### config.mk
export PLATFORM = sky130hd
export DESIGN_NAME = burning_ship_escape_time
export DESIGN_NICKNAME = d
export VERILOG_FILES = /design/src/rtl/bset_pkg.sv /design/src/rtl/bset_datapath.sv /design/src/rtl/bset_ctrl.sv /design/src/rtl/burning_ship_escape_time.sv
export SDC_FILE = /design/constraint.sdc
export NUM_CORES = 2
export LEC_CHECK = 0
export BUFFER_PORTS_ARGS = -buffer_cell sky130_fd_sc_hd__buf_2
export CAP_MARGIN = 20
export CELL_PAD_IN_SITES_DETAIL_PLACEMENT = 2
export CELL_PAD_IN_SITES_GLOBAL_PLACEMENT = 2
export CORE_UTILIZATION = 35
export DETAILED_ROUTE_END_ITERATION = 10
export HOLD_SLACK_MARGIN = 0.03
export PLACE_DENSITY = 0.73
export SETUP_SLACK_MARGIN = 0.4
export SYNTH_ARGS = -nofsm -noshare
export SYNTH_HDL_FRONTEND = slang
export SYNTH_SLANG_ARGS = --single-unit
### constraint.sdc
create_clock -name clk -period 18.35 [get_ports clk]
set_input_delay 3.67 -clock clk [delete_from_list [all_inputs] [get_ports clk]]
set_output_delay 3.67 -clock clk [all_outputs]
set_load 0.02 [all_outputs]
### src/rtl/bset_pkg.sv
`timescale 1ns / 1ps

package bset_pkg;

    localparam int SIZE_W = 13;
    localparam int ITER_W = 10;
    localparam int EXP_W = 4;
    localparam int INTENSITY_W = 8;
    localparam int CFG_INDEX_W = 2;
    localparam int CFG_DATA_W = 13;
    localparam int DIV_W = 20;

    localparam logic [CFG_INDEX_W-1:0] REG_IMAGE_SIZE = 2'd0;
    localparam logic [CFG_INDEX_W-1:0] REG_MAX_ITER = 2'd1;
    localparam logic [CFG_INDEX_W-1:0] REG_EXPONENT = 2'd2;

    localparam logic [SIZE_W-1:0] RST_IMAGE_SIZE = 13'd512;
    localparam logic [ITER_W-1:0] RST_MAX_ITER = 10'd255;
    localparam logic [EXP_W-1:0] RST_EXPONENT = 4'd2;

    // multiplier operand selects
    localparam logic [1:0] OPA_ZR = 2'd0;
    localparam logic [1:0] OPA_ZI = 2'd1;
    localparam logic [1:0] OPA_WR = 2'd2;
    localparam logic [1:0] OPA_WI = 2'd3;
    localparam logic [1:0] OPB_ZR = 2'd0;
    localparam logic [1:0] OPB_ZI = 2'd1;
    localparam logic [1:0] OPB_X = 2'd2;
    localparam logic [1:0] OPB_Y = 2'd3;

    localparam logic [1:0] ACC_HOLD = 2'd0;
    localparam logic [1:0] ACC_LOAD = 2'd1;
    localparam logic [1:0] ACC_ADD = 2'd2;
    localparam logic [1:0] ACC_SUB = 2'd3;

    localparam logic [1:0] DIV_COL = 2'd0;
    localparam logic [1:0] DIV_ROW = 2'd1;
    localparam logic [1:0] DIV_INTENSITY = 2'd2;

    typedef struct packed {
        logic       capture_in;
        logic       div_load;
        logic [1:0] div_sel;
        logic       div_step;
        logic       coord_store;
        logic       coord_row;
        logic       z_init;
        logic [1:0] a_sel;
        logic [1:0] b_sel;
        logic [1:0] acc_op;
        logic       pow_init;
        logic       tmp_store;
        logic       pow_finish;
        logic       z_update;
        logic       out_load;
    } bset_cmd_t;

    typedef struct packed {
        logic below_limit;
        logic escaped;
        logic more_power;
        logic out_free;
    } bset_status_t;

endpackage

### src/rtl/bset_datapath.sv
`timescale 1ns / 1ps

module bset_datapath #(
    parameter int COORD_BITS = 12,
    parameter int FRAC_BITS = 28
) (
    input  logic                               clk,
    input  logic                               rst_n,
    input  logic [COORD_BITS-1:0]              pixel_column,
    input  logic [COORD_BITS-1:0]              pixel_row,
    input  logic                               cfg_write,
    input  logic [bset_pkg::CFG_INDEX_W-1:0]   cfg_index,
    input  logic [bset_pkg::CFG_DATA_W-1:0]    cfg_data,
    input  bset_pkg::bset_cmd_t                cmd,
    output bset_pkg::bset_status_t             status,
    input  logic                               out_stall,
    output logic                               out_valid,
    output logic [bset_pkg::INTENSITY_W-1:0]   intensity,
    output logic [bset_pkg::ITER_W-1:0]        iterations_done
);
    import bset_pkg::*;

    localparam int W = FRAC_BITS + 4;
    localparam logic signed [W-1:0] QMAX = {1'b0, {(W-1){1'b1}}};
    localparam logic signed [W-1:0] QMIN = {1'b1, {(W-1){1'b0}}};
    localparam logic [W+3:0] QLIM_EXT = (W+4)'(1) << (W-1);
    localparam logic [63:0] ORIGIN64 = ((64'd22 << FRAC_BITS) + 64'd5) / 64'd10;
    localparam logic [W-1:0] ORIGIN = ORIGIN64[W-1:0];
    localparam logic signed [W:0] ESCAPE = (W+1)'(4) << FRAC_BITS;
    localparam logic signed [W-1:0] ONE = W'(1) << FRAC_BITS;

    function automatic logic signed [W-1:0] sat_w(input logic signed [W:0] v);
        if (v > $signed({QMAX[W-1], QMAX}))
            return QMAX;
        else if (v < $signed({QMIN[W-1], QMIN}))
            return QMIN;
        else
            return v[W-1:0];
    endfunction

    function automatic logic signed [W-1:0] abs_w(input logic signed [W-1:0] v);
        if (v == QMIN)
            return QMAX;
        else if (v < 0)
            return -v;
        else
            return v;
    endfunction

    logic [SIZE_W-1:0]     size_reg;
    logic [ITER_W-1:0]     max_reg;
    logic [EXP_W-1:0]      exp_reg;
    logic [COORD_BITS-1:0] col_reg, row_reg;
    logic [DIV_W-1:0]      r_reg, r_next, dsh_reg, dsh_next, r_sub;
    logic [W-1:0]          q_reg, q_next;
    logic                  ovf_reg, ovf_next, qbit;
    logic signed [W-1:0]   cr_reg, ci_reg, zr_reg, zi_reg, x_reg, y_reg;
    logic signed [W-1:0]   wr_reg, wi_reg, tmp_reg;
    logic signed [W:0]     acc_reg, acc_next;
    logic [2*W-1:0]        prod_reg, prod_next;
    logic                  neg_reg, neg_next;
    logic [ITER_W-1:0]     count_reg;
    logic [EXP_W-1:0]      k_reg;
    logic                  out_valid_reg;
    logic [INTENSITY_W-1:0] intensity_reg;
    logic [ITER_W-1:0]     iters_reg;

    logic [SIZE_W-1:0]     size_eff;
    logic [SIZE_W:0]       dval;
    logic [COORD_BITS-1:0] idx;
    logic [DIV_W-1:0]      n_coord, n_int;
    logic signed [W-1:0]   a_val, b_val, m_val, x_new, y_new, coord_val;
    logic [W-1:0]          mag_a, mag_b, mag;
    logic [W+3:0]          hi_part;
    logic signed [W:0]     coord_diff;

    // configuration
    always_ff @(posedge clk or negedge rst_n)
    begin
        if (!rst_n)
        begin
            size_reg <= RST_IMAGE_SIZE;
            max_reg <= RST_MAX_ITER;
            exp_reg <= RST_EXPONENT;
        end
        else if (cfg_write)
        begin
            case (cfg_index)
                REG_IMAGE_SIZE: size_reg <= cfg_data[SIZE_W-1:0];
                REG_MAX_ITER:   max_reg <= cfg_data[ITER_W-1:0];
                REG_EXPONENT:   exp_reg <= cfg_data[EXP_W-1:0];
                default:        ;
            endcase
        end
    end

    // shared restoring divider
    always_comb
    begin
        size_eff = (size_reg == '0) ? SIZE_W'(1) : size_reg;
        dval = {size_eff, 1'b0};
        idx = cmd.div_sel == DIV_ROW ? row_reg : col_reg;
        n_coord = (DIV_W'(idx) << 3) - DIV_W'(idx);
        n_int = (DIV_W'(count_reg) << 8) - DIV_W'(count_reg);
        qbit = r_reg >= dsh_reg;
        r_sub = qbit ? r_reg - dsh_reg : r_reg;
        r_next = r_reg;
        dsh_next = dsh_reg;
        q_next = q_reg;
        ovf_next = ovf_reg;
        if (cmd.div_load)
        begin
            q_next = '0;
            if (cmd.div_sel == DIV_INTENSITY)
            begin
                r_next = n_int;
                dsh_next = DIV_W'(max_reg) << 7;
                ovf_next = 1'b0;
            end
            else
            begin
                r_next = n_coord;
                dsh_next = DIV_W'(dval) << 3;
                ovf_next = n_coord >= (DIV_W'(dval) << 4);
            end
        end
        else if (cmd.div_step)
        begin
            r_next = r_sub << 1;
            q_next = {q_reg[W-2:0], qbit};
        end
    end

    always_ff @(posedge clk)
    begin
        r_reg <= r_next;
        dsh_reg <= dsh_next;
        q_reg <= q_next;
        ovf_reg <= ovf_next;
    end

    always_comb
    begin
        coord_diff = $signed({1'b0, q_reg}) - $signed({1'b0, ORIGIN});
        coord_val = ovf_reg ? QMAX : sat_w(coord_diff);
    end

    // multiplier
    always_comb
    begin
        case (cmd.a_sel)
            OPA_ZR:  a_val = zr_reg;
            OPA_ZI:  a_val = zi_reg;
            OPA_WR:  a_val = wr_reg;
            default: a_val = wi_reg;
        endcase
        case (cmd.b_sel)
            OPB_ZR:  b_val = zr_reg;
            OPB_ZI:  b_val = zi_reg;
            OPB_X:   b_val = x_reg;
            default: b_val = y_reg;
        endcase
        mag_a = a_val[W-1] ? W'(-a_val) : W'(a_val);
        mag_b = b_val[W-1] ? W'(-b_val) : W'(b_val);
        prod_next = (2*W)'(mag_a) * (2*W)'(mag_b);
        neg_next = a_val[W-1] ^ b_val[W-1];
    end

    always_ff @(posedge clk)
    begin
        prod_reg <= prod_next;
        neg_reg <= neg_next;
    end

    always_comb
    begin
        hi_part = prod_reg[2*W-1:FRAC_BITS];
        mag = (hi_part > QLIM_EXT) ? QLIM_EXT[W-1:0] : hi_part[W-1:0];
        if (neg_reg)
            m_val = -$signed(mag);
        else if (mag > W'(QMAX))
            m_val = QMAX;
        else
            m_val = $signed(mag);
        case (cmd.acc_op)
            ACC_LOAD: acc_next = (W+1)'(m_val);
            ACC_ADD:  acc_next = acc_reg + (W+1)'(m_val);
            ACC_SUB:  acc_next = acc_reg - (W+1)'(m_val);
            default:  acc_next = acc_reg;
        endcase
        x_new = abs_w(zr_reg);
        y_new = abs_w(zi_reg);
    end

    always_ff @(posedge clk)
    begin
        acc_reg <= acc_next;
        if (cmd.capture_in)
        begin
            col_reg <= pixel_column;
            row_reg <= pixel_row;
        end
        if (cmd.coord_store)
        begin
            if (cmd.coord_row)
                ci_reg <= coord_val;
            else
                cr_reg <= coord_val;
        end
        if (cmd.z_init)
        begin
            zr_reg <= '0;
            zi_reg <= '0;
            count_reg <= '0;
        end
        else if (cmd.z_update)
        begin
            zr_reg <= sat_w((W+1)'(wr_reg) + (W+1)'(cr_reg));
            zi_reg <= sat_w((W+1)'(wi_reg) + (W+1)'(ci_reg));
            count_reg <= count_reg + ITER_W'(1);
        end
        if (cmd.pow_init)
        begin
            x_reg <= x_new;
            y_reg <= y_new;
            k_reg <= EXP_W'(1);
            if (exp_reg == '0)
            begin
                wr_reg <= ONE;
                wi_reg <= '0;
            end
            else
            begin
                wr_reg <= x_new;
                wi_reg <= y_new;
            end
        end
        else if (cmd.pow_finish)
        begin
            wr_reg <= tmp_reg;
            wi_reg <= sat_w(acc_reg);
            k_reg <= k_reg + EXP_W'(1);
        end
        if (cmd.tmp_store)
            tmp_reg <= sat_w(acc_reg);
        if (cmd.out_load)
        begin
            intensity_reg <= (max_reg == '0) ? '0 : q_reg[INTENSITY_W-1:0];
            iters_reg <= count_reg;
        end
    end

    always_ff @(posedge clk or negedge rst_n)
    begin
        if (!rst_n)
            out_valid_reg <= 1'b0;
        else if (cmd.out_load)
            out_valid_reg <= 1'b1;
        else if (!out_stall)
            out_valid_reg <= 1'b0;
    end

    assign status.below_limit = count_reg < max_reg;
    assign status.escaped = acc_reg >= ESCAPE;
    assign status.more_power = k_reg < exp_reg;
    assign status.out_free = !out_valid_reg || !out_stall;

    assign out_valid = out_valid_reg;
    assign intensity = intensity_reg;
    assign iterations_done = iters_reg;

    a_count_step: assert property (@(posedge clk) disable iff (!rst_n)
        cmd.z_update |=> count_reg == $past(count_reg) + ITER_W'(1))
        else $error("iteration count did not advance");

    a_load_free: assert property (@(posedge clk) disable iff (!rst_n)
        cmd.out_load |-> !out_valid_reg || !out_stall)
        else $error("result register overwritten while stalled");

    a_count_limit: assert property (@(posedge clk) disable iff (!rst_n)
        cmd.out_load |-> count_reg <= max_reg)
        else $error("iteration count above limit");

endmodule

### src/rtl/bset_ctrl.sv
`timescale 1ns / 1ps

module bset_ctrl #(
    parameter int FRAC_BITS = 28
) (
    input  logic                   clk,
    input  logic                   rst_n,
    input  logic                   in_valid,
    output logic                   in_stall,
    input  bset_pkg::bset_status_t status,
    output bset_pkg::bset_cmd_t    cmd
);
    import bset_pkg::*;

    localparam int W = FRAC_BITS + 4;
    localparam int SW = $clog2(W);

    localparam logic [4:0] ST_IDLE = 5'd0;
    localparam logic [4:0] ST_DLOAD = 5'd1;
    localparam logic [4:0] ST_DSTEP = 5'd2;
    localparam logic [4:0] ST_DSTORE = 5'd3;
    localparam logic [4:0] ST_ZINIT = 5'd4;
    localparam logic [4:0] ST_CHK = 5'd5;
    localparam logic [4:0] ST_SQ1 = 5'd6;
    localparam logic [4:0] ST_SQ1A = 5'd7;
    localparam logic [4:0] ST_SQ2 = 5'd8;
    localparam logic [4:0] ST_SQ2A = 5'd9;
    localparam logic [4:0] ST_TEST = 5'd10;
    localparam logic [4:0] ST_PCHK = 5'd11;
    localparam logic [4:0] ST_P1 = 5'd12;
    localparam logic [4:0] ST_P1A = 5'd13;
    localparam logic [4:0] ST_P2 = 5'd14;
    localparam logic [4:0] ST_P2A = 5'd15;
    localparam logic [4:0] ST_P3 = 5'd16;
    localparam logic [4:0] ST_P3A = 5'd17;
    localparam logic [4:0] ST_P4 = 5'd18;
    localparam logic [4:0] ST_P4A = 5'd19;
    localparam logic [4:0] ST_P5 = 5'd20;
    localparam logic [4:0] ST_UPD = 5'd21;
    localparam logic [4:0] ST_FIN = 5'd22;
    localparam logic [4:0] ST_ISTEP = 5'd23;
    localparam logic [4:0] ST_OUT = 5'd24;

    logic [4:0]    state_reg, state_next;
    logic [SW-1:0] step_reg, step_next;
    logic [1:0]    dsel_reg, dsel_next;

    always_comb
    begin
        state_next = state_reg;
        step_next = step_reg;
        dsel_next = dsel_reg;
        cmd = '0;
        cmd.div_sel = dsel_reg;
        cmd.coord_row = dsel_reg == DIV_ROW;
        case (state_reg)
            ST_IDLE:
            begin
                if (in_valid)
                begin
                    cmd.capture_in = 1'b1;
                    dsel_next = DIV_COL;
                    state_next = ST_DLOAD;
                end
            end
            ST_DLOAD:
            begin
                cmd.div_load = 1'b1;
                step_next = SW'(W - 1);
                state_next = ST_DSTEP;
            end
            ST_DSTEP:
            begin
                cmd.div_step = 1'b1;
                step_next = step_reg - SW'(1);
                if (step_reg == '0)
                    state_next = ST_DSTORE;
            end
            ST_DSTORE:
            begin
                cmd.coord_store = 1'b1;
                if (dsel_reg == DIV_COL)
                begin
                    dsel_next = DIV_ROW;
                    state_next = ST_DLOAD;
                end
                else
                    state_next = ST_ZINIT;
            end
            ST_ZINIT:
            begin
                cmd.z_init = 1'b1;
                state_next = ST_CHK;
            end
            ST_CHK:
                state_next = status.below_limit ? ST_SQ1 : ST_FIN;
            ST_SQ1:
            begin
                cmd.a_sel = OPA_ZR;
                cmd.b_sel = OPB_ZR;
                state_next = ST_SQ1A;
            end
            ST_SQ1A:
            begin
                cmd.acc_op = ACC_LOAD;
                state_next = ST_SQ2;
            end
            ST_SQ2:
            begin
                cmd.a_sel = OPA_ZI;
                cmd.b_sel = OPB_ZI;
                state_next = ST_SQ2A;
            end
            ST_SQ2A:
            begin
                cmd.acc_op = ACC_ADD;
                state_next = ST_TEST;
            end
            ST_TEST:
            begin
                if (status.escaped)
                    state_next = ST_FIN;
                else
                begin
                    cmd.pow_init = 1'b1;
                    state_next = ST_PCHK;
                end
            end
            ST_PCHK:
                state_next = status.more_power ? ST_P1 : ST_UPD;
            ST_P1:
            begin
                cmd.a_sel = OPA_WR;
                cmd.b_sel = OPB_X;
                state_next = ST_P1A;
            end
            ST_P1A:
            begin
                cmd.acc_op = ACC_LOAD;
                state_next = ST_P2;
            end
            ST_P2:
            begin
                cmd.a_sel = OPA_WI;
                cmd.b_sel = OPB_Y;
                state_next = ST_P2A;
            end
            ST_P2A:
            begin
                cmd.acc_op = ACC_SUB;
                state_next = ST_P3;
            end
            ST_P3:
            begin
                cmd.tmp_store = 1'b1;
                cmd.a_sel = OPA_WR;
                cmd.b_sel = OPB_Y;
                state_next = ST_P3A;
            end
            ST_P3A:
            begin
                cmd.acc_op = ACC_LOAD;
                state_next = ST_P4;
            end
            ST_P4:
            begin
                cmd.a_sel = OPA_WI;
                cmd.b_sel = OPB_X;
                state_next = ST_P4A;
            end
            ST_P4A:
            begin
                cmd.acc_op = ACC_ADD;
                state_next = ST_P5;
            end
            ST_P5:
            begin
                cmd.pow_finish = 1'b1;
                state_next = ST_PCHK;
            end
            ST_UPD:
            begin
                cmd.z_update = 1'b1;
                state_next = ST_CHK;
            end
            ST_FIN:
            begin
                cmd.div_load = 1'b1;
                cmd.div_sel = DIV_INTENSITY;
                dsel_next = DIV_INTENSITY;
                step_next = SW'(INTENSITY_W - 1);
                state_next = ST_ISTEP;
            end
            ST_ISTEP:
            begin
                cmd.div_step = 1'b1;
                step_next = step_reg - SW'(1);
                if (step_reg == '0)
                    state_next = ST_OUT;
            end
            ST_OUT:
            begin
                if (status.out_free)
                begin
                    cmd.out_load = 1'b1;
                    state_next = ST_IDLE;
                end
            end
            default:
                state_next = ST_IDLE;
        endcase
    end

    always_ff @(posedge clk or negedge rst_n)
    begin
        if (!rst_n)
        begin
            state_reg <= ST_IDLE;
            step_reg <= '0;
            dsel_reg <= DIV_COL;
        end
        else
        begin
            state_reg <= state_next;
            step_reg <= step_next;
            dsel_reg <= dsel_next;
        end
    end

    assign in_stall = state_reg != ST_IDLE;

    a_div_steps: assert property (@(posedge clk) disable iff (!rst_n)
        (state_reg == ST_DLOAD) |=> state_reg == ST_DSTEP && step_reg == SW'(W - 1))
        else $error("divider step count not loaded");

    a_power_guard: assert property (@(posedge clk) disable iff (!rst_n)
        (state_reg == ST_P1) |-> $past(state_reg) == ST_PCHK && $past(status.more_power))
        else $error("power step entered without pending factor");

    a_store_after_div: assert property (@(posedge clk) disable iff (!rst_n)
        cmd.coord_store |-> $past(cmd.div_step) && $past(step_reg) == '0)
        else $error("coordinate stored before division finished");

endmodule

### src/rtl/burning_ship_escape_time.sv
`timescale 1ns / 1ps

// Burning Ship escape-time evaluator for one pixel per transaction. The pixel
// position is mapped to c in signed fixed point (FRAC_BITS fraction bits, range
// [-8, 8)), then z <- (|Re z| + i|Im z|)^exponent + c is iterated until
// |z|^2 >= 4 or max_iterations is reached; the result carries the count and
// 255*count/max_iterations. All products go through one shared, registered
// multiplier, and every division runs on one bit-serial divider. A pixel
// first divides out its column and row, then iterates, then divides out the
// intensity; one pixel is in work at a time, and a finished result waits in
// the output register while the next pixel is taken. Configuration must be
// written only while no transaction is in progress; the block itself does
// not enforce this.
module burning_ship_escape_time #(
    parameter int COORD_BITS = 12,
    parameter int FRAC_BITS = 28
) (
    input  logic                              clk,
    input  logic                              rst_n,
    input  logic                              in_valid,
    output logic                              in_stall,
    input  logic [COORD_BITS-1:0]             pixel_column,
    input  logic [COORD_BITS-1:0]             pixel_row,
    output logic                              out_valid,
    input  logic                              out_stall,
    output logic [bset_pkg::INTENSITY_W-1:0]  intensity,
    output logic [bset_pkg::ITER_W-1:0]       iterations_done,
    input  logic                              cfg_write,
    input  logic [bset_pkg::CFG_INDEX_W-1:0]  cfg_index,
    input  logic [bset_pkg::CFG_DATA_W-1:0]   cfg_data
);
    import bset_pkg::*;

    bset_cmd_t    cmd;
    bset_status_t status;

    bset_ctrl #(
        .FRAC_BITS(FRAC_BITS)
    ) u_ctrl (
        .clk(clk),
        .rst_n(rst_n),
        .in_valid(in_valid),
        .in_stall(in_stall),
        .status(status),
        .cmd(cmd)
    );

    bset_datapath #(
        .COORD_BITS(COORD_BITS),
        .FRAC_BITS(FRAC_BITS)
    ) u_datapath (
        .clk(clk),
        .rst_n(rst_n),
        .pixel_column(pixel_column),
        .pixel_row(pixel_row),
        .cfg_write(cfg_write),
        .cfg_index(cfg_index),
        .cfg_data(cfg_data),
        .cmd(cmd),
        .status(status),
        .out_stall(out_stall),
        .out_valid(out_valid),
        .intensity(intensity),
        .iterations_done(iterations_done)
    );

endmodule
==> results.yml <==
placed_design:
  place_congestion: 0.902
  dp_cells: 9694
  port_buffers: 63
  place_ws_ns: 4.54
  dp_hpwl_um: 213000
run:
  maxCapViolCount: 0
synth:
  synthSimpleGateAreaFrac_pct: 15.4
  synthTopCellsByCount: "1,023 x inv_1, 899 x fa_1, 872 x nand2_1, 872 x nor2_1, 420 x ha_1"
  synth-main-ff-cell: "edfxtp_1"
  synth_edf_count: 333
  synth_area_leaders: "fa_1 27%, edfxtp_1 15%, ha_1 8.0%"
  synth_compound_area_share_pct: 13.1
  synth_top_family_by_area: "adder cells"
  synth_warnings: 0
  syn_nets: 8691
  yosysSeqAreaShare_pct: 21.2
  synth-seq-cells: 520
  synth_mux_area_share_pct: 0.628
  synth_cells: 7328
  synth_top_cell_by_area: "fa_1"
  synthAdderAreaFrac_pct: 36.3
  synth_xor_area_share_pct: 5.21
  synthArstFlopShare_pct: 7.69
  synth_cell_types: 118
  syn_area_mm2: 0.0658
  synth_top_area_share_pct: 27.4
  synth.most_common_cell: "inv_1"
  syn_avg_cell_area_um2: 8.98
die:
  die_area_mm2: 0.190
  start_util_pct: 35.4
  coreArea_mm2: 0.186
  num_rows: 158
  die_w_um: 436
  die_h_um: 436
  io_pins: 64
clock_tree:
  root_buffer: "clkbuf_16"
  holdBufCountCts: 0
  clock_latency_ns: 0.69
  cts_tree: "built"
  clockBufferDepth: 3
  clkSinkCount: 520
  cts_resized: 0
  cts.clk_slew.worst_paths_ns: 0.09
  htreeDepth: 3
  post_cts_buffers: 0
  numCtsBuffers: 68
worst_setup_path:
  startpoint_type: "flip-flop"
  cp.required_ns: 18.89
  cp.arrival_ns: 14.48
  critPathCaptureType: "flip-flop"
  cp_slowest_stage_delay_ns: 0.89
  path_common_cell: "fa_1"
  cp_max_fo: 28
  crit_slowest_cell: "dfrtp_1"
  critPathKind: "flip-flop to flip-flop"
sta:
  rsz0062_at_grt: "no"
  setup_violations: 0
  tns_ns: 0
  clock.fmax_mhz: 71.8
  hold_viol_final: 0
  drv_slew: 0
  fin_worst_skew_ns: 0.0448
  slew_headroom_pct: 18.5
  fin_ws_ns: 4.41
  finalCriticalPeriod_ns: 13.94
  tightest_slew_ns: 1.22
  period_share_pct: 75.9
global_route:
  grt_pass1_wl_um: 406000
  grt_pass1_vias: 63200
  overflow: 0
  antenna_found_initial: 14
  grt_max_degree: 71
  grt.total_usage_pct: 28.4
route:
  drtPass1Iterations: 5
  drtIter0Drc: 3265
  drt-total-wl_um: 269000
  vias: 55400
  vias_per_cell: 5.64
  drc: 0
  wl_per_cell_um: 27.4
  ant_nets: 0
final_layout:
  drive_gt1_share_pct: 7.68
  final_cells: 9823
  nets: 8650
  largest_register_ffs: 36
  syn2layout_area_growth_pct: 9.63
hold_path:
  hp-class: "flip-flop to flip-flop"
outcome:
  status: "finished clean"
[final timing paths]
path / startpoint / to / slack [ns] / cells after the start
min reg2reg: u_datapath.tmp_reg[15] / u_datapath.wr_reg[15] / 0.50 / 1
min: u_datapath.tmp_reg[15] / u_datapath.wr_reg[15] / 0.50 / 1
max in group asynchronous: rst_n / u_ctrl.state_reg[3] / 14.57 / 1
max: u_ctrl.state_reg[4] / u_datapath.prod_reg[61] / 4.41 / 41
min in group asynchronous: rst_n / u_datapath.size_reg[12] / 3.16 / 1
max reg2reg: u_ctrl.state_reg[4] / u_datapath.prod_reg[61] / 4.41 / 41
[cells by family (layout without fill, tap and decap cells)]
logic type      Yosys count  in the layout
simple gates           2303           2303
buf+inv                1385           1399
fa+ha+maj              1381           1381
compound gates         1314           1314
flops                   520            520
xor+xnor                386            386
mux                      39             39
other cells               0              1
[routing by layer]
layer  share of wire (%)  GRT usage, %
met1                  41          35.2
met4                 5.1          12.8
met2                  50          49.9
met3                 4.0          2.32
met5              0.0082             0
[worst max-delay path: cells and delay by family, from the launching register on]
family / cells / cell delay [ns]
flops: 1 / 0.89
xor+xnor: 2 / 0.32
buf+inv: 10 / 1.90
fa+ha+maj: 10 / 4.69
compound gates: 11 / 3.42
simple gates: 8 / 2.54
[area by class of cell]
| type | instances | area [um2] |
|---|---|---|
| antenna | 1 | 2.50 |
| clock buffer | 86 | 1920 |
| clock inverter | 39 | 482 |
| fill | 20300 | 114000 |
| inverter | 1026 | 3850 |
| multi-input combinational | 5423 | 47000 |
| sequential | 520 | 14000 |
| tap | 2480 | 3100 |
| timing repair buffer | 248 | 1770 |
[metrics by stage]
stage | utilization (%) | hold slack (ns) | area, um2
global placement | 37.4 | 0.480 | 69600
floorplan | - | 0.435 | 65800
global route | 38.8 | 0.506 | 72100
finish | 38.8 | 0.500 | 72100
detailed placement | 37.4 | 0.493 | 69700
CTS | 38.7 | 0.496 | 72100
[cells in the final DEF (no fill, tap or decap), types with 52 or more instances in the layout]
master        n
inv_1      1021
a21oi_1     319
o21ai_0     324
nand2_1     871
nand3_1      66
buf_2        63
dfxtp_1     146
nand2b_1     52
ha_1        420
nor3_1       86
nor2_1      866
fa_1        899
xor2_1      160
clkbuf_16    71
edfxtp_1    333
buf_4       179
maj3_1       62
xnor2_1     168
a31oi_1      57
a22o_1       74
a21o_1      117
Power is left out: the tool's default activity adds up to more than one toggle a clock period on the data nets, which glitch-free logic cannot reach.
